===== src/rtl/hgcd_pkg.sv =====
// ----------------------------------------------------------------------------
// hgcd_pkg: shared types and constants of the great-circle distance core
// Fixed-point formats, lane structs of the cell chains and the arctangent table.
// ----------------------------------------------------------------------------
package hgcd_pkg;

  // Width of the CORDIC x/y datapath (30 fraction bits plus growth and sign).
  localparam int X_W  = 34;
  // Width of the CORDIC angle accumulator (32 fraction bits).
  localparam int Z_W  = 36;
  // Width of the square-root remainder and root registers.
  localparam int SQ_W = 62;
  // Input angle field width and output field widths.
  localparam int IN_W   = 32;
  localparam int DIST_W = 29;
  localparam int R_W    = 23;

  localparam logic [32:0] HALF_PI_Q32    = 33'd6746518852;
  localparam logic [31:0] QUARTER_PI_Q32 = 32'd3373259426;
  localparam logic [29:0] GAIN_Q30       = 30'd652032874;
  localparam logic [R_W-1:0]    RADIUS_RESET = 23'd6371009;
  localparam logic [DIST_W-1:0] DIST_MAX     = 29'd536870911;

  typedef struct packed {
    logic signed [X_W-1:0] x;
    logic signed [X_W-1:0] y;
    logic signed [Z_W-1:0] z;
    logic [1:0]            quad;
    logic                  neg;
  } rot_t;

  typedef struct packed {
    logic [SQ_W-1:0] v_h;
    logic [SQ_W-1:0] r_h;
    logic [SQ_W-1:0] v_c;
    logic [SQ_W-1:0] r_c;
    logic            anti;
  } sq_t;

  typedef struct packed {
    logic signed [X_W-1:0] x;
    logic signed [X_W-1:0] y;
    logic signed [Z_W-1:0] z;
    logic                  anti;
  } vec_t;

  // Shift-subtract division, used only while the table is elaborated.
  function automatic longint unsigned udiv64(longint unsigned num, longint unsigned den);
    longint unsigned quo;
    longint unsigned rem;
    quo = '0;
    rem = '0;
    for (int b = 63; b >= 0; b--) begin
      rem = {rem[62:0], num[b]};
      if (rem >= den) begin
        rem = rem - den;
        quo[b] = 1'b1;
      end
    end
    return quo;
  endfunction

  // atan(2^-i) with 32 fraction bits, from the alternating arctangent series.
  function automatic longint atan_q32(int unsigned i);
    longint      acc;
    longint      term;
    bit          neg;
    int unsigned n;
    acc = 0;
    neg = 1'b0;
    n   = 1;
    if (i == 0) begin
      return longint'(QUARTER_PI_Q32);
    end
    while (i * n <= 62) begin
      term = longint'(udiv64(64'd1 << (62 - i * n), 64'(n)));
      acc  = neg ? acc - term : acc + term;
      neg  = !neg;
      n    = n + 2;
    end
    return (acc + (64'sd1 <<< 29)) >>> 30;
  endfunction

endpackage


===== src/rtl/hgcd_divcell.sv =====
// ----------------------------------------------------------------------------
// hgcd_divcell: one restoring-division cell of the quadrant reduction
// Takes one quotient bit of angle / (pi/2) and keeps the two low quotient bits.
// ----------------------------------------------------------------------------
module hgcd_divcell #(
  parameter int W = 35,
  parameter int K = 0
) (
  input  logic         clk_i,
  input  logic         en_i,
  input  logic [W-1:0] r_i,
  input  logic [1:0]   q_i,
  input  logic         neg_i,
  output logic [W-1:0] r_o,
  output logic [1:0]   q_o,
  output logic         neg_o
);
  import hgcd_pkg::*;

  localparam logic [W-1:0] DIVISOR = {{(W-33){1'b0}}, HALF_PI_Q32} << K;

  logic         take;
  logic [W-1:0] r_d;
  logic [1:0]   q_d;
  logic [W-1:0] r_q;
  logic [1:0]   q_q;
  logic         neg_q;

  always_comb begin
    take = (r_i >= DIVISOR);
    r_d  = take ? r_i - DIVISOR : r_i;
    q_d  = q_i;
    if (K == 0) begin
      q_d[0] = take;
    end else if (K == 1) begin
      q_d[1] = take;
    end
  end

  always_ff @(posedge clk_i) begin
    if (en_i) begin
      r_q   <= r_d;
      q_q   <= q_d;
      neg_q <= neg_i;
    end
  end

  assign r_o   = r_q;
  assign q_o   = q_q;
  assign neg_o = neg_q;

endmodule


===== config.mk =====
export PLATFORM = sky130hd
export DESIGN_NAME = hgcd_divcell
export DESIGN_NICKNAME = d
export VERILOG_FILES = /design/src/rtl/hgcd_pkg.sv /design/src/rtl/hgcd_divcell.sv
export SDC_FILE = /design/constraint.sdc
export NUM_CORES = 1
export LEC_CHECK = 0
export BUFFER_PORTS_ARGS = -buffer_cell sky130_fd_sc_hd__buf_2
export CAP_MARGIN = 20
export CORE_MARGIN = 3
export CORE_UTILIZATION = 44
export CTS_CLUSTER_DIAMETER = 60
export CTS_CLUSTER_SIZE = 12
export DETAILED_ROUTE_END_ITERATION = 7
export PLACE_DENSITY = 0.84
export RECOVER_POWER = 25
export SLEW_MARGIN = 20
export SYNTH_ARGS = -nofsm -noshare
export SYNTH_HDL_FRONTEND = slang
export SYNTH_SLANG_ARGS = --single-unit

===== constraint.sdc =====
create_clock -name clk_i -period 2.28 [get_ports clk_i]
set_clock_uncertainty 0.2 [all_clocks]
set_input_delay 0.114 -clock clk_i [delete_from_list [all_inputs] [get_ports clk_i]]
set_output_delay 0.114 -clock clk_i [all_outputs]
set_load 0.02 [all_outputs]

==> flow_summary_export.csv <==
group,metric,value,unit
status,status,"finished clean",
grt,grt_first_pass_wirelength,9.156,mm
layout,drive_above_1_share,44.79,%
setup_path,cp-start-kind,"primary input",
routing,finalWirelength,5.892,mm
setup_path,crit_path_top_delay_cell,"o41a_1",
layout,mostFrequentLayoutCell,"buf_2",
clock_tree,cts_tree,"done",
setup_path,worst_ep_arrival_time,2.11,ns
grt,antenna_found_initial,0,
layout,final_cell_area,3141,um2
synth,synthFlopType,"edfxtp_1",
grt,grt_pass1_vias,1931,
placement,portBuffers,76,
clock_tree,cts_max_level,2,
sta,post-route-min-period,2.279,ns
sta,slew_violations,0,
layout,fin_cells,369,
routing,postRouteAntennaNets,0,
power,p_per_area,575.7,nW/um2
floorplanning,core_area,4444,um2
synth,ys_warn_count,0,
floorplanning,start_util,46.51,%
layout,syn2layout_area_growth,51.94,%
floorplanning,dieArea,5556,um2
placement,dpl_cell_area,2838,um2
synth,synth_cell_types,42,
synth,synth.net_count,216,
power,power.leakage,1.374,nW
floorplanning,rows,24,
synth,synthCells,174,
synth,synth_seq_area_share,55.21,%
layout,antenna_cells,0,
setup_path,critPathBufInv,3,
clock_tree,cts-buffers-inserted,5,
synth,async_reset_ff_share,0,%
setup_path,critPathMaxFanout,7,
clock_tree,clock_path_buffers,2,
grt,grt_max_degree,39,
grt,gr-total-overflow,0,
setup_path,end_kind,"register",
setup_path,worstPathCellList,"buf_4 > o41a_1 > o31ai_2 > a21oi_2 > nor4_2 > a21boi_4 > inv_2 > buf_4 > nand2_1 > xnor2_1",
sta,worst-slew-pin-transition,0.9472,ns
power,ir_drop,0.0003323,V
setup_path,max_stage_delay,0.45,ns
sta,maxClockFrequency,0.4387,GHz
setup_path,required,2.11,ns
synth,yosys_register_bits,38,
sta,period_share,99.98,%
routing,first_iter_violations,117,
power,power,1.808,mW
sta,finalHoldViolations,0,
synth,synth_area,2067,um2
sta,timing.slew.headroom,36.85,%
clock_tree,numClockSinks,38,
floorplanning,die_w,74.54,um
min_path,hp-class,"in -> reg",
setup_path,path_class,"in -> reg",
routing,vias,1996,
layout,mostFrequentLayoutCells,"buf_2 (73), buf_4 (44), edfxtp_1 (38)",
layout,final_nets,358,
clock_tree,clkTransAtPathRegs,0.07,ns
routing,wl_per_cell,15.97,um
sta,finalSetupTns,0,ns
placement,hpwl,4.163,mm
setup_path,path_delay_family,"compound AO/OA/AOI/OAI gates",
job,max-cap-violations,0,
floorplanning,die_h,74.54,um
synth,synth-edff-count,38,
clock_tree,cts_root_buf,"clkbuf_8",
setup_path,crit_path_frequent_cell,"buf_4",
sta,setup_viol,0,
synth,postSynthAreaPerCell,11.88,um2
routing,via_per_inst,5.409,
floorplanning,ios,78,
grt,track_usage,21.87,%
routing,dr.pass1.iters,4,
placement,dp_cells,343,
sta,rsz0062_at_grt,"true",
placement,place_congestion,0.8386,
routing,drc_errors,0,
area by class of cell:
class	instances	area (um2)
multi-input combinational	129	932.1
sequential	38	1141
timing repair buffer	138	905.9
clock buffer	6	72.57
tap	52	65.06
fill	340	1304
clock inverter	2	8.758
inverter	4	15.01
final timing paths:
path     from      to  depth (start not counted)
max   r_i[24]  r_o[7]                         10
min    r_i[6]  r_o[6]                          2
layer usage:
layer | up-vias | part of all wire (%) | routed length [um] | GRT usage (%)
li1 | 946 | - | - | -
met5 | - | 0 | 0 | 0
met4 | 0 | 2.1 | 125 | 9.486
met1 | 947 | 40 | 2349 | 27.46
met2 | 91 | 52 | 3084 | 37.95
met3 | 12 | 5.6 | 332 | 2.432
Yosys cell counts (3+ instances only):
cell | count | area (um2)
a21o_1 | 3 | 22.52
a21oi_1 | 7 | 35.03
a31oi_1 | 3 | 18.77
and3_1 | 3 | 18.77
edfxtp_1 | 38 | 1141
inv_1 | 3 | 11.26
nand2_1 | 12 | 45.04
nand4_1 | 6 | 37.54
nor2_1 | 19 | 71.32
nor2b_1 | 3 | 18.77
nor3_1 | 5 | 25.02
nor4_1 | 6 | 37.54
o21ai_0 | 3 | 15.01
o31ai_1 | 3 | 22.52
xnor2_1 | 7 | 61.31
xor2_1 | 22 | 192.7
where the power goes:
group          total [mW]  internal, mW  switching (mW)  leakage [nW]
registers           0.879         0.862          0.0170         0.372
clock network       0.440         0.210           0.230        0.0426
logic               0.489         0.210           0.279         0.959
total                1.81          1.28           0.526          1.37
stage by stage:
stage / worst slack, ns / hold WS [ns] / utilization (%)
after floorplan: -0.08305 / 0.01287 / -
after global placement: -0.2878 / 0.09447 / 63.85
after detailed placement: -0.3050 / 0.09469 / 63.85
after CTS: 0.005059 / 0.03477 / 69.76
after global routing: -0.09105 / 0.05543 / 70.66
final: 0.0005549 / 0.04438 / 70.66
flip-flops by register name, indices dropped and copies added, names as in the netlist:
signal	cells
neg_o	1
q_o	2
r_o	35
kinds of logic after synthesis:
family / share of synthesized area [%]
buf+inv: 1.816
fa+ha+maj: 1.210
flops: 55.21
compound gates: 12.05
mux: 1.574
xor+xnor: 12.29
simple gates: 15.86
timing repair:
action	4_1_cts	5_1_grt
endpoints found under the setup margin	1	24
resized for setup	1	7
hold buffers	17	0
buffers inserted	0	1
hold endpoints to repair	17	0
pin swaps	0	0
Power figures use the tool's default switching activity.
