==> config.mk <==
export PLATFORM = sky130hd
export DESIGN_NAME = hgcd_rotcell
export DESIGN_NICKNAME = d
export VERILOG_FILES = /design/src/rtl/hgcd_pkg.sv /design/src/rtl/hgcd_rotcell.sv
export SDC_FILE = /design/constraint.sdc
export NUM_CORES = 1
export LEC_CHECK = 0
export BUFFER_PORTS_ARGS = -buffer_cell sky130_fd_sc_hd__buf_2
export CORE_UTILIZATION = 35
export CTS_BUF_LIST = sky130_fd_sc_hd__clkbuf_16
export CTS_CLUSTER_DIAMETER = 100
export DETAILED_ROUTE_END_ITERATION = 8
export PLACE_DENSITY = 0.61
export SLEW_MARGIN = 0
export SYNTH_ARGS = -nofsm -noshare
export SYNTH_HDL_FRONTEND = slang
export SYNTH_SLANG_ARGS = --single-unit
==> constraint.sdc <==
create_clock -name clk_i -period 8.47 [get_ports clk_i]
set_clock_uncertainty 0.1 [all_clocks]
set_input_delay 1.694 -clock clk_i [delete_from_list [all_inputs] [get_ports clk_i]]
set_output_delay 1.694 -clock clk_i [all_outputs]
set_load 0.1 [all_outputs]
==> src/rtl/hgcd_pkg.sv <==
// ----------------------------------------------------------------------------
// hgcd_pkg: shared types and constants of the great-circle distance core
// Fixed-point formats, lane structs of the cell chains and the arctangent table.
// ----------------------------------------------------------------------------
package hgcd_pkg;

  // Width of the CORDIC x/y datapath (30 fraction bits plus growth and sign).
  localparam int X_W  = 34;
  // Width of the CORDIC angle accumulator (32 fraction bits).
  localparam int Z_W  = 36;
  // Width of the square-root remainder and root registers.
  localparam int SQ_W = 62;
  // Input angle field width and output field widths.
  localparam int IN_W   = 32;
  localparam int DIST_W = 29;
  localparam int R_W    = 23;

  localparam logic [32:0] HALF_PI_Q32    = 33'd6746518852;
  localparam logic [31:0] QUARTER_PI_Q32 = 32'd3373259426;
  localparam logic [29:0] GAIN_Q30       = 30'd652032874;
  localparam logic [R_W-1:0]    RADIUS_RESET = 23'd6371009;
  localparam logic [DIST_W-1:0] DIST_MAX     = 29'd536870911;

  typedef struct packed {
    logic signed [X_W-1:0] x;
    logic signed [X_W-1:0] y;
    logic signed [Z_W-1:0] z;
    logic [1:0]            quad;
    logic                  neg;
  } rot_t;

  typedef struct packed {
    logic [SQ_W-1:0] v_h;
    logic [SQ_W-1:0] r_h;
    logic [SQ_W-1:0] v_c;
    logic [SQ_W-1:0] r_c;
    logic            anti;
  } sq_t;

  typedef struct packed {
    logic signed [X_W-1:0] x;
    logic signed [X_W-1:0] y;
    logic signed [Z_W-1:0] z;
    logic                  anti;
  } vec_t;

  // Shift-subtract division, used only while the table is elaborated.
  function automatic longint unsigned udiv64(longint unsigned num, longint unsigned den);
    longint unsigned quo;
    longint unsigned rem;
    quo = '0;
    rem = '0;
    for (int b = 63; b >= 0; b--) begin
      rem = {rem[62:0], num[b]};
      if (rem >= den) begin
        rem = rem - den;
        quo[b] = 1'b1;
      end
    end
    return quo;
  endfunction

  // atan(2^-i) with 32 fraction bits, from the alternating arctangent series.
  function automatic longint atan_q32(int unsigned i);
    longint      acc;
    longint      term;
    bit          neg;
    int unsigned n;
    acc = 0;
    neg = 1'b0;
    n   = 1;
    if (i == 0) begin
      return longint'(QUARTER_PI_Q32);
    end
    while (i * n <= 62) begin
      term = longint'(udiv64(64'd1 << (62 - i * n), 64'(n)));
      acc  = neg ? acc - term : acc + term;
      neg  = !neg;
      n    = n + 2;
    end
    return (acc + (64'sd1 <<< 29)) >>> 30;
  endfunction

endpackage

==> src/rtl/hgcd_rotcell.sv <==
// ----------------------------------------------------------------------------
// hgcd_rotcell: one rotation-mode CORDIC cell
// Rotates (x, y) toward the residual angle by atan(2^-STAGE).
// ----------------------------------------------------------------------------
module hgcd_rotcell #(
  parameter int unsigned STAGE = 0
) (
  input  logic          clk_i,
  input  logic          en_i,
  input  hgcd_pkg::rot_t c_i,
  output hgcd_pkg::rot_t c_o
);
  import hgcd_pkg::*;

  localparam logic signed [Z_W-1:0] ATAN = Z_W'(atan_q32(STAGE));

  logic signed [X_W-1:0] x;
  logic signed [X_W-1:0] y;
  logic signed [Z_W-1:0] z;
  logic signed [X_W-1:0] dx;
  logic signed [X_W-1:0] dy;
  rot_t                  c_d;
  rot_t                  c_q;

  always_comb begin
    x  = c_i.x;
    y  = c_i.y;
    z  = c_i.z;
    dx = y >>> STAGE;
    dy = x >>> STAGE;
    c_d = c_i;
    if (z >= 0) begin
      c_d.x = x - dx;
      c_d.y = y + dy;
      c_d.z = z - ATAN;
    end else begin
      c_d.x = x + dx;
      c_d.y = y - dy;
      c_d.z = z + ATAN;
    end
  end

  always_ff @(posedge clk_i) begin
    if (en_i) begin
      c_q <= c_d;
    end
  end

  assign c_o = c_q;

endmodule

==> impl_metrics.csv, run 1 <==
group,metric,value,unit
place,dp_slack,1.387,ns
global_route,antenna_found_initial,0,
timing,setup_slack,1.873,ns
synth,yosysTopAreaCell,"edfxtp_1",
power_and_ir_drop,power_frac_comb,53.2,%
power_and_ir_drop,p_sw_share,50.52,%
synth,postSynthNetCount,1447,
final_layout,nets,1633,
timing,drv_slew,0,
clock_network,cts_resized,0,
worst_setup_path,end_kind,"flop",
clock_network,h-tree-depth,3,
clock_network,cts_tree,"yes",
worst_setup_path,cp-start-kind,"primary input",
place,hpwl,25300,um
synth,synthTopCellsByArea,"edfxtp_1, ha_1, a21oi_1, xnor2_1, nor2_1",
floorplanning,die_h,175.2,um
power_and_ir_drop,p_clk_share,18.4,%
flow_run,max_cap_violations,0,
timing,fin_crit_sh,77.88,%
final_layout,area_delta_synth_final,16.56,%
global_route,first_global_vias,9016,
floorplanning,start_util,35.51,%
clock_network,cts.sinks,106,
place,io_buffers,215,
synth,synth_cell_types,78,
synth,yosysMostFrequentCell,"a21oi_1",
clock_network,cts_made_buffers,9,
power_and_ir_drop,p_switching,1.282,mW
final_layout,n_fill_cell,3067,
place,gp_congestion,0.9139,
floorplanning,row_count,63,
clock_network,path_clk_slew,0.07,ns
global_route,grt_pass1_wl,48270,um
worst_setup_path,crit_arrival,6.61,ns
worst_setup_path,path_cells,"buf_2 > nor4_1 > nand3_1 > nor3_1 > nand2b_4 > inv_2 > buf_4 > ha_1 > a21o_1 > or3_1 > o21a_1 > a22o_1 > a41o_1 > and4_4 > a2111oi_4 > a21oi_2 > xor2_1",
final_layout,drive_gt1_share,18.40,%
worst_setup_path,worst-path-max-fanout,47,
power_and_ir_drop,ir_drop,128.0,uV
synth,ys_warn_count,0,
global_route,grt_max_degree,55,
detailed_routing,drc,0,
synth,yosysTopAreaCellShare,30.33,%
timing,period_minus_slack,6.597,ns
worst_setup_path,worst-path-buf-inv,3,
clock_network,holdBufCountCts,0,
floorplanning,boundaryPins,216,
floorplanning,core_area,29560,um2
clock_network,cts_setup_buffers,0,
synth,synth_flop_cell,"edfxtp_1",
power_and_ir_drop,p_seq_share,28.4,%
final_layout,n_antenna_cell,0,
final_layout,largest_register_ffs,106,
worst_setup_path,crit_required,8.49,ns
detailed_routing,routedWlPerCell,17.72,um
final_layout,register_area,3183,um2
power_and_ir_drop,p_int,1.256,mW
power_and_ir_drop,power,2.538,mW
synth,ys_seq_elements,106,
clock_network,cts_buffer_depth,2,
synth,synthCells,1201,
worst_setup_path,crit_type,"primary input to flop",
power_and_ir_drop,powerDensity,207.5,nW/um2
timing,final.setup.tns,0,ns
detailed_routing,drt-initial-drc-count,768,
synth,syn_area_per_cell,8.740,um2
global_route,overflow,0,
timing,tightest_slew,0.8953,ns
worst_setup_path,cpPeakStageDelay,0.51,ns
floorplanning,fp.dieArea,30690,um2
synth,yosys-top-cells-count,"a21oi_1, ha_1, nor2_1, edfxtp_1, inv_1",
run_status,outcome,"finished, final reports clean",
clock_network,cts_root_buffer,"clkbuf_16",
synth,syn_area,10500,um2
worst_setup_path,critPathSlowestCell,"nand2b_4",
timing,slew_headroom,38.77,%
detailed_routing,wirelength,31560,um
detailed_routing,firstDrtPassIters,5,
timing,finalSetupViolCount,0,
detailed_routing,ant_nets,0,
timing,rsz0062_at_grt,"false",
synth,synthArstFlopShare,0,%
timing,fmax,151.6,MHz
synth,ys_seq_area_share,30.33,%
final_layout,multi_input_area,6726,um2
worst_setup_path,crit_family,"simple AND/OR/NAND/NOR gates",
synth,synth-edff-count,106,
power_and_ir_drop,p_leak,5.464,nW
min_path,hold_path.class,"primary input to flop",
detailed_routing,viasPerCell,5.357,
floorplanning,die_w,175.2,um
detailed_routing,vias,9540,
timing,final-hold-violation-count,0,
global_route,grt_usage,20.00,%
[cells in the final DEF, fill, tap and decap left out, types with 10 or more instances in the layout]
| master | count |
|---|---|
| a211oi_1 | 10 |
| a21o_1 | 32 |
| a21oi_1 | 146 |
| buf_2 | 214 |
| edfxtp_1 | 106 |
| ha_1 | 133 |
| inv_1 | 105 |
| mux2i_1 | 17 |
| nand2_1 | 52 |
| nand2b_1 | 15 |
| nand4_1 | 15 |
| nor2_1 | 112 |
| nor2b_1 | 12 |
| nor3_1 | 28 |
| nor4_1 | 10 |
| o21a_1 | 14 |
| o21ai_0 | 51 |
| o21ai_1 | 20 |
| o21bai_1 | 38 |
| o31ai_1 | 10 |
| xnor2_1 | 76 |
| xor2_1 | 20 |
[power by group through the flow]
stage	logic (mW)	registers, mW	clock network, mW
after floorplan	0.450	1.35	0
after global placement	1.34	0.735	0
after detailed placement	1.34	0.734	0
after CTS	1.35	0.723	0.478
after global routing	1.42	0.728	0.497
final	1.35	0.721	0.467
[per-stage QoR]
stage                     hold WS (ns)  instances  utilization, %  instance area, um2
after floorplan                  1.693       1201               -               10500
after global placement           1.770       1766           40.32               11920
after detailed placement         1.773       1766           40.32               11920
after CTS                        1.383       1781           41.39               12230
after global routing             1.391       1781           41.39               12230
final                            1.402       1781           41.39               12230
[worst paths after layout]
kind    start       to  slack [ns]  cells after the start
max   c_i[29]  c_o[38]        1.87                     17
min    c_i[0]   c_o[0]        1.40                      1
[cells by family after synthesis]
kind of cell	Yosys count	synth area share (%)
fa+ha+maj	137	16.62
mux	17	1.621
simple gates	290	13.28
xor+xnor	96	8.011
compound gates	400	24.48
buf+inv	155	5.662
flops	106	30.33
[area by class of cell]
class | count | share of cell area [%]
multi-input combinational | 940 | 54.98
clock inverter | 6 | 0.7363
tap | 390 | 3.989
inverter | 112 | 3.436
clock buffer | 9 | 1.841
sequential | 106 | 26.02
timing repair buffer | 218 | 9.000
[routing by layer]
metal / vias to the layer above / wire length, um / global-route usage (%)
met1: 4464 / 14250 / 26.91
met4: 0 / 533 / 5.471
met2: 329 / 15050 / 33.66
met5: - / 0 / 0
li1: 4717 / - / -
met3: 30 / 1728 / 2.350
(Power assumes the default switching activity.)
==> run 2: changes to the inputs <==
- ABC_AREA: unset -> 1
- PLACE_DENSITY: 0.61 -> 0.62
- clock period: 8.47 -> 5.4 ns (I/O delays scaled with it)
==> run 2 against run 1 <==
Net effect:
- clock power up 47%
- total power is 57% higher
- first-iteration DRC count up 26%
- synthesized area up 22%
- final area rose by 19%
- sequential share of layout area shrank 4.1 points
- critical path depth is 2 lower
- count of clock-buffer cells in the layout did not move
- worst setup slack lost 0.43 ns
==> impl_metrics.csv, run 2 <==
group,metric,value,unit
worst_setup_path,crit_required,5.44,ns
worst_setup_path,crit_top_cell,"nand2_1",
final_layout,drive_gt1_share,11.32,%
worst_setup_path,end_kind,"flop",
worst_setup_path,cp-start-kind,"primary input",
final_layout,largest_register_ffs,106,
floorplanning,core_area,35830,um2
power_and_ir_drop,power,3.987,mW
synth,synth_cell_types,39,
synth,synth_flop_cell,"edfxtp_1",
detailed_routing,routed-wl-met3,2702,um
detailed_routing,dr.max_layer_used,"met4",
floorplanning,fp.dieArea,37470,um2
final_layout,n_antenna_cell,0,
detailed_routing,vias,13760,
floorplanning,boundaryPins,216,
final_layout,register_area,3183,um2
final_layout,n_fill_cell,3864,
synth,postSynthNetCount,2246,
timing,drv_slew,0,
worst_setup_path,cp-endpoint,"c_o[33]",
min_path,hold_path.class,"primary input to flop",
timing,period_minus_slack,3.961,ns
clock_network,h-tree-depth,3,
detailed_routing,wl_met2,21880,um
timing,finalSetupViolCount,0,
global_route,grt_pass1_wl,72430,um
clock_network,cts_made_buffers,9,
synth,syn_area_per_cell,6.423,um2
synth,synthTopCellsByArea,"edfxtp_1, nand2_1, ha_1, inv_1, nand3_1",
final_layout,nets,2431,
detailed_routing,drc,0,
synth,synthCells,2000,
detailed_routing,routedWlPerCell,17.71,um
synth,syn_area,12850,um2
floorplanning,die_w,193.6,um
floorplanning,row_count,69,
final_layout,multi_input_area,8215,um2
clock_network,cts_root_buffer,"clkbuf_16",
final_layout,final_common_cell,"nand2_1",
detailed_routing,drt-initial-drc-count,971,
worst_setup_path,critPathSlowestCell,"nor4_1",
synth,synthArstFlopShare,0,%
timing,final-hold-violation-count,0,
worst_setup_path,cpPeakStageDelay,0.46,ns
worst_setup_path,crit_type,"primary input to flop",
detailed_routing,ant_nets,0,
timing,final.setup.tns,0,ns
synth,ys_seq_elements,106,
detailed_routing,drt-met1-wl,20740,um
worst_setup_path,worst-path-max-fanout,20,
synth,yosysMostFrequentCell,"nand2_1",
power_and_ir_drop,powerDensity,274.5,nW/um2
synth,yosysTopAreaCell,"edfxtp_1",
worst_setup_path,path_cells,"buf_2 > nor4_1 > nand2_1 > nor2_1 > nand3_1 > nand2_4 > inv_4 > ha_1 > nand2_1 > nor2_1 > nand2_1 > o21ai_0 > nand4_1 > nand3_1 > nand2_1",
clock_network,path_clk_slew,0.08,ns
final_layout,area_delta_synth_final,13.07,%
floorplanning,start_util,35.85,%
place,placed_cell_area,14230,um2
run_status,outcome,"finished, final reports clean",
detailed_routing,viasPerCell,5.192,
worst_setup_path,crit_arrival,4.00,ns
global_route,first_global_vias,13630,
timing,tightest_slew,1.040,ns
clock_network,cts_setup_buffers,0,
detailed_routing,wirelength,46950,um
global_route,antenna_found_initial,0,
synth,ys_warn_count,0,
clock_network,cts_buffer_depth,2,
global_route,grt_usage,24.95,%
final_layout,finalInstanceArea,14530,um2
clock_network,cts_tree,"yes",
clock_network,cts.sinks,106,
floorplanning,die_h,193.6,um
place,hpwl,39530,um
flow_run,max_cap_violations,0,
synth,ys_seq_area_share,24.78,%
clock_network,cts_resized,0,
timing,fin_crit_sh,73.34,%
global_route,grt_max_degree,78,
timing,rsz0062_at_grt,"false",
worst_setup_path,worstSetupStartpoint,"c_i[4]",
power_and_ir_drop,ir_drop,178.1,uV
place,gp_congestion,0.9548,
synth,synth-edff-count,106,
synth,yosysTopAreaCellShare,24.78,%
clock_network,holdBufCountCts,0,
timing,slew_headroom,30.70,%
synth,yosys-top-cells-count,"nand2_1, inv_1, nand3_1, nor2_1, a21oi_1",
timing,fmax,252.5,MHz
global_route,overflow,0,
power_and_ir_drop,p_leak,7.518,nW
final_layout,final_cell_mix,"nand2_1, inv_1, buf_2",
detailed_routing,firstDrtPassIters,6,
place,io_buffers,215,
run 2: kinds of logic after synthesis:
kind of cell	synth area share, %
AO/OA/AOI/OAI	12.92
AND/OR/NAND/NOR	33.53
buffers and inverters	11.31
XOR/XNOR	3.886
flip-flops	24.78
adder cells (fa/ha/maj)	13.58
run 2: final cells by class:
| class | count | area share (%) |
|---|---|---|
| Sequential cell | 106 | 21.91 |
| Multi-Input combinational cell | 1542 | 56.56 |
| Inverter | 308 | 7.977 |
| Clock buffer | 9 | 1.551 |
| Timing Repair Buffer | 218 | 7.580 |
| Clock inverter | 7 | 0.4479 |
| Tap cell | 461 | 3.971 |
run 2: worst min path at each step:
stage,startpoint,endpoint,cells past startpoint
after floorplan,c_i[0],c_o[0],0
after global placement,c_i[1],c_o[1],1
after detailed placement,c_i[0],c_o[0],1
after CTS,c_i[1],c_o[1],1
after global routing,c_i[1],c_o[1],1
final,c_i[1],c_o[1],1
run 2: per-stage QoR:
step | setup WS (ns) | cells | utilization, % | hold slack [ns]
after floorplan | 1.616 | 2000 | - | 1.079
after global placement | 1.074 | 2635 | 39.73 | 1.157
after detailed placement | 1.048 | 2635 | 39.73 | 1.161
after CTS | 1.456 | 2651 | 40.54 | 0.7540
after global routing | 1.168 | 2651 | 40.54 | 0.7616
final | 1.439 | 2651 | 40.54 | 0.7656
run 2: metal layers:
layer	vias to the layer above	track usage, %
met5	-	0
met3	86	2.667
met2	498	42.37
met4	0	10.37
met1	6316	32.12
li1	6863	-
run 2: worst max-delay path, delay by kind of cell:
family	cells	cell delay, ns
compound gates	1	0.39
fa+ha+maj	1	0.43
simple gates	11	1.77
buf+inv	2	0.32
run 2: power breakdown:
group	internal, mW	leakage [nW]	switching, mW
clock network	0.323	0.143	0.362
logic	0.449	6.34	1.74
registers	1.07	1.04	0.0453
==> run 3: changes to the inputs <==
- clock period: 5.4 -> 3.28 ns (I/O delays scaled with it)
==> run 3 against run 2 <==
Net effect:
- routed wire length grew 4.1%
- combinational power up 80%
- hold slack worse by 0.42 ns
- critical endpoint is now c_o[30]
- largest power group unchanged
- highest routed layer unchanged
==> impl_metrics.csv, run 3 (synthesis gave the netlist of run 2 again) <==
group,metric,value,unit
clock_network,cts.sinks,106,
clock_network,cts_root_buffer,"clkbuf_16",
timing,period_minus_slack,3.115,ns
power_and_ir_drop,powerDensity,430.8,nW/um2
floorplanning,core_area,35830,um2
timing,rsz0062_at_grt,"true",
floorplanning,die_w,193.6,um
min_path,holdPathStages,1,
detailed_routing,drc,0,
place,io_buffers,215,
timing,holdWs,0.3408,ns
place,gp_congestion,0.9929,
final_layout,n_fill_cell,3751,
detailed_routing,routedWlPerCell,17.30,um
floorplanning,start_util,35.85,%
floorplanning,die_h,193.6,um
timing,slew_headroom,46.88,%
min_path,min_to,"c_o[1]",
timing,drv_slew,0,
final_layout,nets,2606,
final_layout,multi_input_area,8584,um2
worst_setup_path,cp-start-kind,"primary input",
clock_network,cts_made_buffers,9,
place,placed_cell_area,15610,um2
global_route,grt_usage,25.82,%
timing,fin_crit_sh,94.97,%
place,dp_slack,-0.5134,ns
worst_setup_path,crit_required,3.31,ns
worst_setup_path,worst-path-max-fanout,16,
floorplanning,fp.dieArea,37470,um2
flow_run,max_cap_violations,0,
final_layout,finalInstanceArea,16290,um2
detailed_routing,firstDrtPassIters,6,
timing,finalSetupViolCount,0,
detailed_routing,ant_nets,0,
clock_network,h-tree-depth,3,
run_status,outcome,"finished, final reports clean",
min_path,min_from,"c_i[1]",
floorplanning,boundaryPins,216,
final_layout,n_antenna_cell,0,
min_path,hold_path.class,"primary input to flop",
final_layout,postLayoutCoreUtil,45.45,%
worst_setup_path,crit_type,"primary input to flop",
final_layout,area_delta_synth_final,26.77,%
clock_network,cts_tree,"yes",
final_layout,register_area,3183,um2
clock_network,path_clk_slew,0.08,ns
timing,final-hold-violation-count,0,
worst_setup_path,end_kind,"flop",
power_and_ir_drop,p_leak,8.427,nW
global_route,grt_max_degree,72,
timing,fmax,321.0,MHz
final_layout,largest_register_ffs,106,
final_layout,final_cell_mix,"nand2_1, inv_1, buf_2",
detailed_routing,vias,14390,
floorplanning,row_count,69,
global_route,antenna_found_initial,0,
final_layout,drive_gt1_share,20.55,%
global_route,first_global_vias,14190,
worst_setup_path,worstSetupStartpoint,"c_i[38]",
clock_network,cts_buffer_depth,2,
detailed_routing,wirelength,48890,um
global_route,grt_pass1_wl,74960,um
timing,tightest_slew,0.7968,ns
power_and_ir_drop,ir_drop,310.7,uV
detailed_routing,viasPerCell,5.092,
timing,setup_slack,0.1650,ns
detailed_routing,drt-initial-drc-count,945,
place,hpwl,41210,um
global_route,overflow,0,
power_and_ir_drop,power,7.016,mW
final_layout,final_common_cell,"nand2_1",
worst_setup_path,crit_arrival,3.15,ns
-- run 3: critical path: stages --
cell	delay (ns)
buf_2	0.11
inv_1	0.06
ha_1	0.14
inv_1	0.07
nor3_2	0.17
nand2_1	0.07
nor2_1	0.10
nand3_1	0.12
nand2_4	0.18
inv_8	0.12
ha_4	0.25
buf_4	0.13
nand2_1	0.08
a21oi_1	0.07
nor2_1	0.15
nor2_1	0.08
nor2_1	0.17
nor2_1	0.06
nor2_1	0.08
nand2_1	0.12
xor2_1	0.16
-- run 3: worst max path at each step --
stage	to	slack, ns
2_1_floorplan	c_o[34]	0.004
3_3_place_gp	c_o[21]	-0.41
3_5_place_dp	c_o[37]	-0.51
4_1_cts	c_o[31]	0.009
5_1_grt	c_o[31]	-0.04
6_report	c_o[30]	0.16
-- run 3: layer usage --
metal	GRT usage, %	wire length [um]
met1	32.54	21450
met2	44.42	22770
met3	2.197	2496
met4	12.44	2181
met5	0	0
-- run 3: area by class of cell --
cell class / count / share of cell area [%]
multi-input cells: 1542 / 52.71
flip-flops and latches: 106 / 19.55
repair buffers: 393 / 15.17
inverters: 308 / 7.145
well taps: 461 / 3.542
clock buffers: 9 / 1.383
clock inverters: 7 / 0.5071
-- run 3: what timing repair did --
item / CTS / global route
cloned: 0 / 1
setup buffers: 1 / 4
gates resized for setup: 5 / 70
hold buffers: 0 / 0
setup endpoints to repair: 3 / 22
pin swaps: 0 / 14
-- run 3: where the power goes --
group	total (mW)	switching, mW	internal, mW
Combinational	3.94	2.96	0.989
Clock	1.24	0.624	0.611
Sequential	1.84	0.0814	1.75
Total	7.02	3.66	3.35
-- run 3: metrics by stage --
stage	std cells	setup TNS, ns
6_report	2826	0
3_3_place_gp	2804	-5.955
4_1_cts	2821	0
5_1_grt	2826	-0.1245
3_5_place_dp	2804	-7.046
2_1_floorplan	2000	0
