`src/rtl/hgcd_pkg.sv`:
```
// ----------------------------------------------------------------------------
// hgcd_pkg: shared types and constants of the great-circle distance core
// Fixed-point formats, lane structs of the cell chains and the arctangent table.
// ----------------------------------------------------------------------------
package hgcd_pkg;

  // Width of the CORDIC x/y datapath (30 fraction bits plus growth and sign).
  localparam int X_W  = 34;
  // Width of the CORDIC angle accumulator (32 fraction bits).
  localparam int Z_W  = 36;
  // Width of the square-root remainder and root registers.
  localparam int SQ_W = 62;
  // Input angle field width and output field widths.
  localparam int IN_W   = 32;
  localparam int DIST_W = 29;
  localparam int R_W    = 23;

  localparam logic [32:0] HALF_PI_Q32    = 33'd6746518852;
  localparam logic [31:0] QUARTER_PI_Q32 = 32'd3373259426;
  localparam logic [29:0] GAIN_Q30       = 30'd652032874;
  localparam logic [R_W-1:0]    RADIUS_RESET = 23'd6371009;
  localparam logic [DIST_W-1:0] DIST_MAX     = 29'd536870911;

  typedef struct packed {
    logic signed [X_W-1:0] x;
    logic signed [X_W-1:0] y;
    logic signed [Z_W-1:0] z;
    logic [1:0]            quad;
    logic                  neg;
  } rot_t;

  typedef struct packed {
    logic [SQ_W-1:0] v_h;
    logic [SQ_W-1:0] r_h;
    logic [SQ_W-1:0] v_c;
    logic [SQ_W-1:0] r_c;
    logic            anti;
  } sq_t;

  typedef struct packed {
    logic signed [X_W-1:0] x;
    logic signed [X_W-1:0] y;
    logic signed [Z_W-1:0] z;
    logic                  anti;
  } vec_t;

  // Shift-subtract division, used only while the table is elaborated.
  function automatic longint unsigned udiv64(longint unsigned num, longint unsigned den);
    longint unsigned quo;
    longint unsigned rem;
    quo = '0;
    rem = '0;
    for (int b = 63; b >= 0; b--) begin
      rem = {rem[62:0], num[b]};
      if (rem >= den) begin
        rem = rem - den;
        quo[b] = 1'b1;
      end
    end
    return quo;
  endfunction

  // atan(2^-i) with 32 fraction bits, from the alternating arctangent series.
  function automatic longint atan_q32(int unsigned i);
    longint      acc;
    longint      term;
    bit          neg;
    int unsigned n;
    acc = 0;
    neg = 1'b0;
    n   = 1;
    if (i == 0) begin
      return longint'(QUARTER_PI_Q32);
    end
    while (i * n <= 62) begin
      term = longint'(udiv64(64'd1 << (62 - i * n), 64'(n)));
      acc  = neg ? acc - term : acc + term;
      neg  = !neg;
      n    = n + 2;
    end
    return (acc + (64'sd1 <<< 29)) >>> 30;
  endfunction

endpackage

```
`src/rtl/hgcd_sqrtcell.sv`:
```
// ----------------------------------------------------------------------------
// hgcd_sqrtcell: one digit cell of the paired integer square roots
// Settles one root bit of sqrt(h) and of sqrt(1-h) side by side.
// ----------------------------------------------------------------------------
module hgcd_sqrtcell #(
  parameter int K = 0
) (
  input  logic         clk_i,
  input  logic         en_i,
  input  hgcd_pkg::sq_t c_i,
  output hgcd_pkg::sq_t c_o
);
  import hgcd_pkg::*;

  localparam logic [SQ_W-1:0] BIT = {{(SQ_W-1){1'b0}}, 1'b1} << (2 * K);

  logic [SQ_W-1:0] t_h;
  logic [SQ_W-1:0] t_c;
  sq_t             c_d;
  sq_t             c_q;

  always_comb begin
    c_d = c_i;
    t_h = c_i.r_h + BIT;
    t_c = c_i.r_c + BIT;
    if (c_i.v_h >= t_h) begin
      c_d.v_h = c_i.v_h - t_h;
      c_d.r_h = (c_i.r_h >> 1) + BIT;
    end else begin
      c_d.r_h = c_i.r_h >> 1;
    end
    if (c_i.v_c >= t_c) begin
      c_d.v_c = c_i.v_c - t_c;
      c_d.r_c = (c_i.r_c >> 1) + BIT;
    end else begin
      c_d.r_c = c_i.r_c >> 1;
    end
  end

  always_ff @(posedge clk_i) begin
    if (en_i) begin
      c_q <= c_d;
    end
  end

  assign c_o = c_q;

endmodule

```
`config.mk`:
```
export PLATFORM = sky130hd
export DESIGN_NAME = hgcd_sqrtcell
export DESIGN_NICKNAME = d
export VERILOG_FILES = /design/src/rtl/hgcd_pkg.sv /design/src/rtl/hgcd_sqrtcell.sv
export SDC_FILE = /design/constraint.sdc
export NUM_CORES = 1
export LEC_CHECK = 0
export BUFFER_PORTS_ARGS = -buffer_cell sky130_fd_sc_hd__buf_2
export CAP_MARGIN = 20
export CORE_MARGIN = 5
export CORE_UTILIZATION = 45
export CTS_CLUSTER_DIAMETER = 80
export DETAILED_ROUTE_END_ITERATION = 16
export PLACE_DENSITY = 0.69
export SLEW_MARGIN = 25
export SYNTH_ARGS = -nofsm -noshare
export SYNTH_HDL_FRONTEND = slang
export SYNTH_SLANG_ARGS = --single-unit
```
`constraint.sdc`:
```
create_clock -name clk_i -period 7.86 [get_ports clk_i]
set_input_delay 0.786 -clock clk_i [delete_from_list [all_inputs] [get_ports clk_i]]
set_output_delay 0.786 -clock clk_i [all_outputs]
set_load 0.02 [all_outputs]
```
==> results of run 1 <==
[worst max-delay path: stages]
cell,delay (ns)
buf_2,0.15
nand4_1,0.28
nor2_1,0.47
nand3_1,0.23
or2_2,0.40
nor3_1,0.34
nand3_1,0.33
xor2_1,0.26
ha_1,0.38
nand2_1,0.19
nor2_1,0.41
nand3_1,0.15
nor4_1,0.54
and4_1,0.31
a211o_1,0.10
a41oi_1,0.04
buf_4,0.20
nand2_4,0.32
buf_4,0.45
mux2_2,0.38
[cell usage after synthesis (17+ instances only)]
master	number
nand2b_1	18
xnor2_1	191
nand2_1	266
inv_1	43
ha_1	128
o21ai_0	117
a31oi_1	22
edfxtp_1	249
nor2_1	211
a21oi_1	189
and3_1	45
o21bai_1	25
a21o_1	81
xor2_1	165
clkbuf_1	91
nor2b_1	21
nor3_1	58
nand3_1	87
nand4_1	91
and2_1	20
mux2_2	17
[layer usage]
metal | track usage [%] | part of all wire [%]
met5 | 0 | 0.0084
met4 | 10.2 | 3.3
met3 | 5.43 | 8.5
met2 | 54.1 | 49
met1 | 40.0 | 39
[per-stage QoR]
stage | worst slack [ns] | util, % | hold WS [ns]
floorplan | 2.05 | - | 0.885
global placement | 0.989 | 52.0 | 0.964
detailed placement | 0.980 | 52.0 | 0.968
CTS | 1.61 | 54.3 | 0.366
global route | 1.11 | 54.4 | 0.370
finish | 1.46 | 54.4 | 0.383
[cell usage in the layout (no fill, tap or decap), drive strengths merged, types with 30 or more instances in the layout]
master and instances:
buf 520, nand2 266, edfxtp 249, nor2 211, xnor2 191, a21oi 189
xor2 165, o21ai 133, ha 128, nand4 91, nand3 87, a21o 81
nor3 59, inv 47, and3 45, clkbuf 30
[worst max-delay path by stage]
stage | endpoint | cells past startpoint | start
6_report | c_o[213] | 20 | c_i[130]
4_1_cts | c_o[195] | 20 | c_i[130]
5_1_grt | c_o[180] | 21 | c_i[130]
3_3_place_gp | c_o[156] | 21 | c_i[130]
3_5_place_dp | c_o[195] | 20 | c_i[130]
2_1_floorplan | c_o[28] | 25 | c_i[9]
[kinds of logic after synthesis]
family | count (synthesis) | share of synthesized area (%)
mux | 17 | 0.924
simple gates | 888 | 20.5
xor+xnor | 356 | 15.1
compound gates | 540 | 16.2
fa+ha+maj | 130 | 7.92
flops | 249 | 36.1
buf+inv | 163 | 3.23
[area by class of cell]
class	count	area (µm²)
antenna	10	25.0
tap	600	751
clock buffer	30	729
inverter	43	161
sequential	249	7480
fill	4264	20700
timing repair buffer	520	2690
clock inverter	22	317
multi-input combinational	1931	12600
[power groups by stage]
stage          logic (mW)  clock network [mW]  registers (mW)
3_5_place_dp         1.47                   0            1.73
2_1_floorplan       0.736                   0            1.91
6_report             1.50                1.51            1.71
4_1_cts              1.48                1.52            1.71
3_3_place_gp         1.47                   0            1.74
5_1_grt              1.60                1.58            1.72
==> qor.yml, run 1 <==
status: "complete, no violations"
grt.overflow.total: 0
holdPathStages: 1
yosysSeqAreaShare_pct: 36.1
startpoint_type: "primary input"
slew_headroom_pct: 31.1
cts_sinks: 249
core_um2: 45500
finalHoldViolCount: 0
ys.flop_type: "edfxtp_1"
peakVddDrop_mv: 0.214
fmax_mhz: 156
sw_frac_of_total_pct: 34.7
power_frac_clock_pct: 31.9
crit_path_max_fanout: 42
vias_per_cell: 5.96
synth-edff-count: 249
drive_above_1_share_pct: 22.1
cts_inserted_buffers: 29
drt-wirelength-per-cell_um: 24.5
postCtsSetupBuffers: 0
ios: 500
post_cts_resized: 0
synth_cell_type_count: 69
crit_type: "primary input to flip-flop"
grt_pass1_vias: 19800
synth.top_cell.area_share_pct: 36.1
die_h_um: 225
timing.final.crit_share_pct: 81.4
synth.largest_area_cell: "edfxtp_1"
yosys_warnings: 0
power_density_nw_per_um2: 191
syn_avg_cell_area_um2: 8.84
h-tree-depth: 1
place_hpwl_um: 68700
synthArstFlopShare_pct: 0
num_vias: 20300
hp-start: "c_i[0]"
worstPathRequired_ns: 8.21
totalWireLength_um: 83600
place_area_um2: 23700
p_seq_share_pct: 36.3
largest_register_ffs: 249
dp_cells: 3343
syn_to_final_growth_pct: 19.4
final_cells: 3405
syn-num-nets: 2724
slew_viol_final: 0
cts_root_buffer: "clkbuf_16"
arrival_ns: 6.75
holdPathEnd: "c_o[0]"
num_rows: 78
synth.top_cells.by_area: "edfxtp_1 36%, xnor2_1 8.1%, ha_1 7.7%, xor2_1 7.0%, nand2_1 4.8%"
gp_congestion: 1.01
setup_viol: 0
grt_antenna_before_repair: 10
total_power_mw: 4.72
crit_path_end_kind: "flip-flop"
cap_violations: 0
start_util_pct: 45.5
dieArea_um2: 50400
fin_crit_ns: 6.40
intPower_mw: 3.08
grt_max_degree: 135
rsz0062_at_grt: "no"
die_w_um: 225
clock_path_buffers: 3
io_buffers: 499
final_nets: 3155
synthCells: 2343
drc_errors: 0
worstHoldPathType: "primary input to flip-flop"
synth_seq_cells: 249
first_iter_violations: 1917
worst_pin_slew_ns: 1.03
ant_nets: 0
p_comb_share_pct: 31.8
syn_area_um2: 20700
clk_pin_slew_ns: 0.06
p_switching_mw: 1.64
setup_tns_ns: 0
dr.pass1.iters: 6
p_leak_nw: 10.0
track_usage_pct: 31.3
grt_pass1_wl_um: 123000
cts_tree: "built"
cts_hold_buf: 0
final_area_um2: 24700
No activity file was read; power rests on OpenSTA's default activity.
==> inputs of run 2 (changes only) <==
--- a/config.mk
+++ b/config.mk
@@ -11,7 +11,7 @@
 export CORE_UTILIZATION = 45
 export CTS_CLUSTER_DIAMETER = 80
 export DETAILED_ROUTE_END_ITERATION = 16
-export PLACE_DENSITY = 0.69
+export PLACE_DENSITY = 0.72
 export SLEW_MARGIN = 25
 export SYNTH_ARGS = -nofsm -noshare
 export SYNTH_HDL_FRONTEND = slang
==> constraint.sdc (replaced) <==
create_clock -name clk_i -period 5.7 [get_ports clk_i]
set_input_delay 0.57 -clock clk_i [delete_from_list [all_inputs] [get_ports clk_i]]
set_output_delay 0.57 -clock clk_i [all_outputs]
set_load 0.02 [all_outputs]
==> run 2 against run 1 <==
Largest cell class unchanged. Sequential share of layout area fell by 1.9 points. Power rose by 35%. Count of clock-buffer cells in the layout rose by 5. Via count rose by 5.1%. Worst setup slack got worse by 1.1 ns. Worst hold slack got worse by 0.22 ns. Sequential power rose by 37%. Core utilization rose by 3.5 points. Routed wire length rose by 1.6%. Critical endpoint is now c_o[162]. Combinational power rose by 48%. Sequential cell count did not move. Critical path type unchanged. Final cell count rose by 6.5%.
==> qor.yml, run 2 (synthesis gave the netlist of run 1 again) <==
p_seq_share_pct: 37.0  # +0.7 points
whs_ns: 0.167  # -0.215 ns
final_cell_mix: "498 x buf_2, 265 x nand2_1, 249 x edfxtp_1, 244 x buf_4, 210 x nor2_1"
startpoint_type: "primary input"
track_usage_pct: 31.9  # +0.59 points
peakVddDrop_mv: 0.204  # -4.4%
worst_pin_slew_ns: 0.993  # -0.0398 ns
endpoint: "c_o[162]"
worstPathRequired_ns: 6.09  # -2.12 ns
cts_root_buffer: "clkbuf_16"
intPower_mw: 4.13  # +34%
postCtsSetupBuffers: 0  # unchanged
place_hpwl_um: 70900  # +3.3%
sw_frac_of_total_pct: 35.0  # +0.32 points
worstHoldPathType: "primary input to flip-flop"
h-tree-depth: 1  # unchanged
timing.final.crit_share_pct: 93.8
grt_max_degree: 158  # +17%
power_frac_clock_pct: 28.1  # -3.8 points
ant_nets: 0  # unchanged
io_buffers: 499  # unchanged
power_density_nw_per_um2: 241  # +27%
clk_pin_slew_ns: 0.06  # about the same
holdPathStages: 1  # unchanged
syn_to_final_growth_pct: 27.2
dieArea_um2: 50400  # unchanged
grt_pass1_vias: 20600  # +3.8%
cts_hold_buf: 0  # unchanged
final_util_pct: 57.9  # +3.5 points
setup_viol: 0  # unchanged
cts_sinks: 249  # unchanged
die_w_um: 225  # unchanged
critPathLaunch: "c_i[126]"
status: "complete, no violations"
place_area_um2: 25400  # +7.5%
fin_crit_ns: 5.35
drc_errors: 0  # unchanged
rsz0062_at_grt: "no"
core_um2: 45500  # unchanged
largest_register_ffs: 249  # unchanged
cap_violations: 0  # unchanged
drt-wirelength-per-cell_um: 23.4  # -4.6%
p_comb_share_pct: 34.9  # +3.1 points
maxUsedRoutingLayer: "met5"
m1WireLength_um: 32900  # +0.20%
drive_above_1_share_pct: 27.8  # +5.7 points
vias_per_cell: 5.88  # -1.4%
p_switching_mw: 2.23  # +36%
grt_antenna_before_repair: 10  # unchanged
crit_path_end_kind: "flip-flop"
final_common_cell: "buf_2"
total_power_mw: 6.36  # +35%
num_rows: 78  # unchanged
arrival_ns: 5.73  # -1.02 ns
p_leak_nw: 11.1  # +10%
met2WireLength_um: 40400  # -0.90%
die_h_um: 225  # unchanged
crit_path_max_fanout: 5  # -88%
fmax_mhz: 187
finalHoldViolCount: 0  # unchanged
cts_inserted_buffers: 28  # -3.4%
crit_type: "primary input to flip-flop"
dr.pass1.iters: 6  # unchanged
grt_pass1_wl_um: 125000  # +2.0%
route.met3.wl_um: 7980  # +12%
ios: 500  # unchanged
final_nets: 3384  # +7.3%
first_iter_violations: 2142  # +12%
place_ws_ns: -0.120  # -1.10 ns
final_area_um2: 26300  # +6.5%
grt.overflow.total: 0  # unchanged
gp_congestion: 1.05  # +4.7%
slew_viol_final: 0  # unchanged
fin_ws_ns: 0.354  # -1.11 ns
num_vias: 21300  # +5.1%
slew_headroom_pct: 33.8  # +2.7 points
totalWireLength_um: 84900  # +1.6%
cts_tree: "built"
start_util_pct: 45.5  # unchanged
clock_path_buffers: 3  # unchanged
[run 2: cell types whose count changed in the layout (fill, tap and decap cells not counted), moves of 2 or more]
cell,previous run,this run
clkbuf_1,1,6
buf_4,19,244
clkinv_2,4,2
diode_2,10,8
buf_12,2,7
bufinv_16,7,2
clkinv_1,5,3
[run 2: area by class of cell]
| type | instances | area, µm² |
|---|---|---|
| tap | 600 | 751 |
| multi-input combinational | 1931 | 12600 |
| fill | 4116 | 19100 |
| sequential | 249 | 7480 |
| clock inverter | 12 | 129 |
| clock buffer | 35 | 748 |
| timing repair buffer | 750 | 4480 |
| inverter | 43 | 161 |
| antenna | 8 | 20.0 |
[run 2: how the worst min path moves through the flow]
stage	end	slack (ns)	from
floorplan	c_o[0]	0.67	c_i[0]
global placement	c_o[0]	0.75	c_i[0]
detailed placement	c_o[0]	0.75	c_i[0]
CTS	c_o[0]	0.14	c_i[0]
global route	c_o[0]	0.16	c_i[0]
finish	c_o[0]	0.17	c_i[0]
[run 2: stage by stage]
stage / instances / setup TNS [ns]
global route: 3621 / 0
detailed placement: 3573 / -1.20
floorplan: 2343 / 0
CTS: 3620 / 0
global placement: 3573 / -0.172
finish: 3628 / 0
[run 2: power groups by stage]
stage / Combinational [mW] / Clock (mW) / Sequential [mW]
after floorplan: 1.01 / 0 / 2.64
after global placement: 2.17 / 0 / 2.38
after detailed placement: 2.18 / 0 / 2.38
after CTS: 2.20 / 1.81 / 2.35
after global routing: 2.38 / 1.89 / 2.36
final: 2.22 / 1.79 / 2.35
[run 2: worst max-delay path: stages]
cell and delay [ns]:
buf_2 0.10, buf_4 0.13, ha_1 0.18, nand3_1 0.11, or2_2 0.37, nor2_1 0.24, nand4_1 0.18, or2_2 0.39
nor2_1 0.19, xnor2_1 0.12, ha_1 0.36, nand4_1 0.11, or2_2 0.31, nor4_1 0.59, and4_1 0.35, a211o_1 0.12
a41oi_1 0.09, a2111oi_2 0.45, buf_4 0.17, nand2_1 0.17, nor2_1 0.17, xor2_1 0.26
[run 2: repair_timing]
action,4_1_cts,5_1_grt
resized for setup,0,1
hold endpoints to repair,0,0
setup endpoints to repair,0,1
[run 2: metal layers]
layer  vias to the layer above  GRT usage (%)
met4                         8           11.4
met5                         -              0
met2                      1196           54.6
li1                       9852              -
met3                       182           5.89
met1                     10100           40.5
==> inputs of run 3 (changes only) <==
--- a/config.mk
+++ b/config.mk
@@ -9,6 +9,7 @@
 export CAP_MARGIN = 20
 export CORE_MARGIN = 5
 export CORE_UTILIZATION = 45
+export CTS_BUF_LIST = sky130_fd_sc_hd__clkbuf_4 sky130_fd_sc_hd__clkbuf_8 sky130_fd_sc_hd__clkbuf_16
 export CTS_CLUSTER_DIAMETER = 80
 export DETAILED_ROUTE_END_ITERATION = 16
 export PLACE_DENSITY = 0.72
==> run 3 against run 2 <==
Fmax grew 0.26%. Via count is 0.20% higher. Sequential cell count stayed put. Largest power group unchanged. Critical path type unchanged. Sequential power about the same. Worst hold slack worse by 0.00086 ns. Routed wire length about the same.
==> qor.yml, run 3 (synthesis gave the netlist of run 1 again) <==
fin_crit_ns: 5.33  # -0.0139 ns
syn_to_final_growth_pct: 27.3  # about the same
cts_tree: "built"
core_um2: 45500  # unchanged
h-tree-depth: 1  # unchanged
crit_type: "primary input to flip-flop"
dieArea_um2: 50400  # unchanged
worstPathRequired_ns: 6.09  # about the same
hp-start: "c_i[0]"
grt_antenna_before_repair: 10  # unchanged
finalHoldViolCount: 0  # unchanged
final_nets: 3384  # unchanged
cap_violations: 0  # unchanged
fillers: 4112  # -0.097%
clk_pin_slew_ns: 0.06  # about the same
worstHoldPathType: "primary input to flip-flop"
place_hpwl_um: 70900  # unchanged
place_area_um2: 25400  # unchanged
first_iter_violations: 2106  # -1.7%
clock_path_buffers: 3  # unchanged
drt-wirelength-per-cell_um: 23.4  # about the same
gp_congestion: 1.05  # unchanged
drive_above_1_share_pct: 28.0  # +0.20 points
worst_pin_slew_ns: 0.976  # -0.0174 ns
fin_ws_ns: 0.368  # +0.0139 ns
slew_headroom_pct: 35.0  # +1.2 points
vias_per_cell: 5.89  # +0.20%
ant_nets: 0  # unchanged
start_util_pct: 45.5  # unchanged
grt_max_degree: 158  # unchanged
ios: 500  # unchanged
grt_pass1_wl_um: 125000  # about the same
cts_root_buffer: "clkbuf_16"
fmax_mhz: 188  # +0.26%
grt_pass1_vias: 20600  # -0.0049%
crit_path_max_fanout: 5  # unchanged
postCtsSetupBuffers: 0  # unchanged
crit_path_end_kind: "flip-flop"
totalWireLength_um: 84900  # about the same
num_vias: 21400  # +0.20%
startpoint_type: "primary input"
slew_viol_final: 0  # unchanged
arrival_ns: 5.72  # about the same
track_usage_pct: 31.9  # about the same
status: "complete, no violations"
final_common_cell: "buf_2"
die_h_um: 225  # unchanged
num_rows: 78  # unchanged
power_density_nw_per_um2: 242  # +0.39%
setup_viol: 0  # unchanged
grt.overflow.total: 0  # unchanged
io_buffers: 499  # unchanged
cts_sinks: 249  # unchanged
dr.pass1.iters: 6  # unchanged
cts_inserted_buffers: 28  # unchanged
die_w_um: 225  # unchanged
critPathLaunch: "c_i[126]"
final_util_pct: 58.0  # about the same
place_ws_ns: -0.120  # unchanged
whs_ns: 0.167  # -0.000858 ns
p_leak_nw: 11.1  # +0.19%
drc_errors: 0  # unchanged
largest_register_ffs: 249  # unchanged
peakVddDrop_mv: 0.203  # -0.49%
rsz0062_at_grt: "no"
final_cell_mix: "498 x buf_2, 265 x nand2_1, 249 x edfxtp_1, 244 x buf_4, 210 x nor2_1"
final_area_um2: 26400  # about the same
timing.final.crit_share_pct: 93.6  # -0.24 points
[run 3: cell counts in the layout (fill, tap and decap cells not counted)]
No cell type changed its count.
[run 3: critical path, stage by stage]
cell	delay, ns
buf_2	0.10
buf_4	0.13
ha_1	0.18
nand3_1	0.11
or2_2	0.37
nor2_1	0.24
nand4_1	0.18
or2_2	0.39
nor2_1	0.18
xnor2_1	0.12
ha_1	0.36
nand4_1	0.11
or2_2	0.31
nor4_1	0.58
and4_1	0.34
a211o_1	0.11
a41oi_1	0.09
a2111oi_2	0.46
buf_4	0.17
nand2_1	0.18
nor2_1	0.17
xor2_1	0.26
[run 3: where the power goes]
part | leakage (nW) | internal (mW) | switching, mW
combinational | 8.22 | 0.834 | 1.39
clock | 0.447 | 1.05 | 0.772
sequential | 2.44 | 2.28 | 0.0711
[run 3: what timing repair did]
action                     4_1_cts  5_1_grt
setup endpoints to repair        0        1
resized for setup                0        1
hold buffers                     0        0
[run 3: metal layers]
layer	up-vias	global-route usage [%]	wire length, µm
li1	9857	-	-
met1	10100	40.5	32900
met4	8	11.4	3440
met5	-	0	51
met2	1253	54.6	40500
met3	178	5.89	8020
[run 3: layout make-up]
type,count,area [µm²],share of cell area (%)
Tap cell,600,751,2.85
Clock inverter,12,129,0.489
Clock buffer,35,771,2.92
Sequential cell,249,7480,28.4
Multi-Input combinational cell,1931,12600,47.7
Inverter,43,161,0.612
Timing Repair Buffer,750,4480,17.0
Antenna cell,8,20.0,0.0759
[run 3: final timing paths]
check	cells past startpoint	to	slack [ns]
setup / recovery	22	c_o[162]	0.37
hold / removal	1	c_o[0]	0.17
[run 3: stage by stage]
step / std cells / TNS, ns / total power [mW]
floorplan: 2343 / 0 / 3.65
global placement: 3573 / -0.172 / 4.55
detailed placement: 3573 / -1.20 / 4.57
CTS: 3620 / 0 / 6.39
global route: 3621 / 0 / 6.66
finish: 3628 / 0 / 6.39
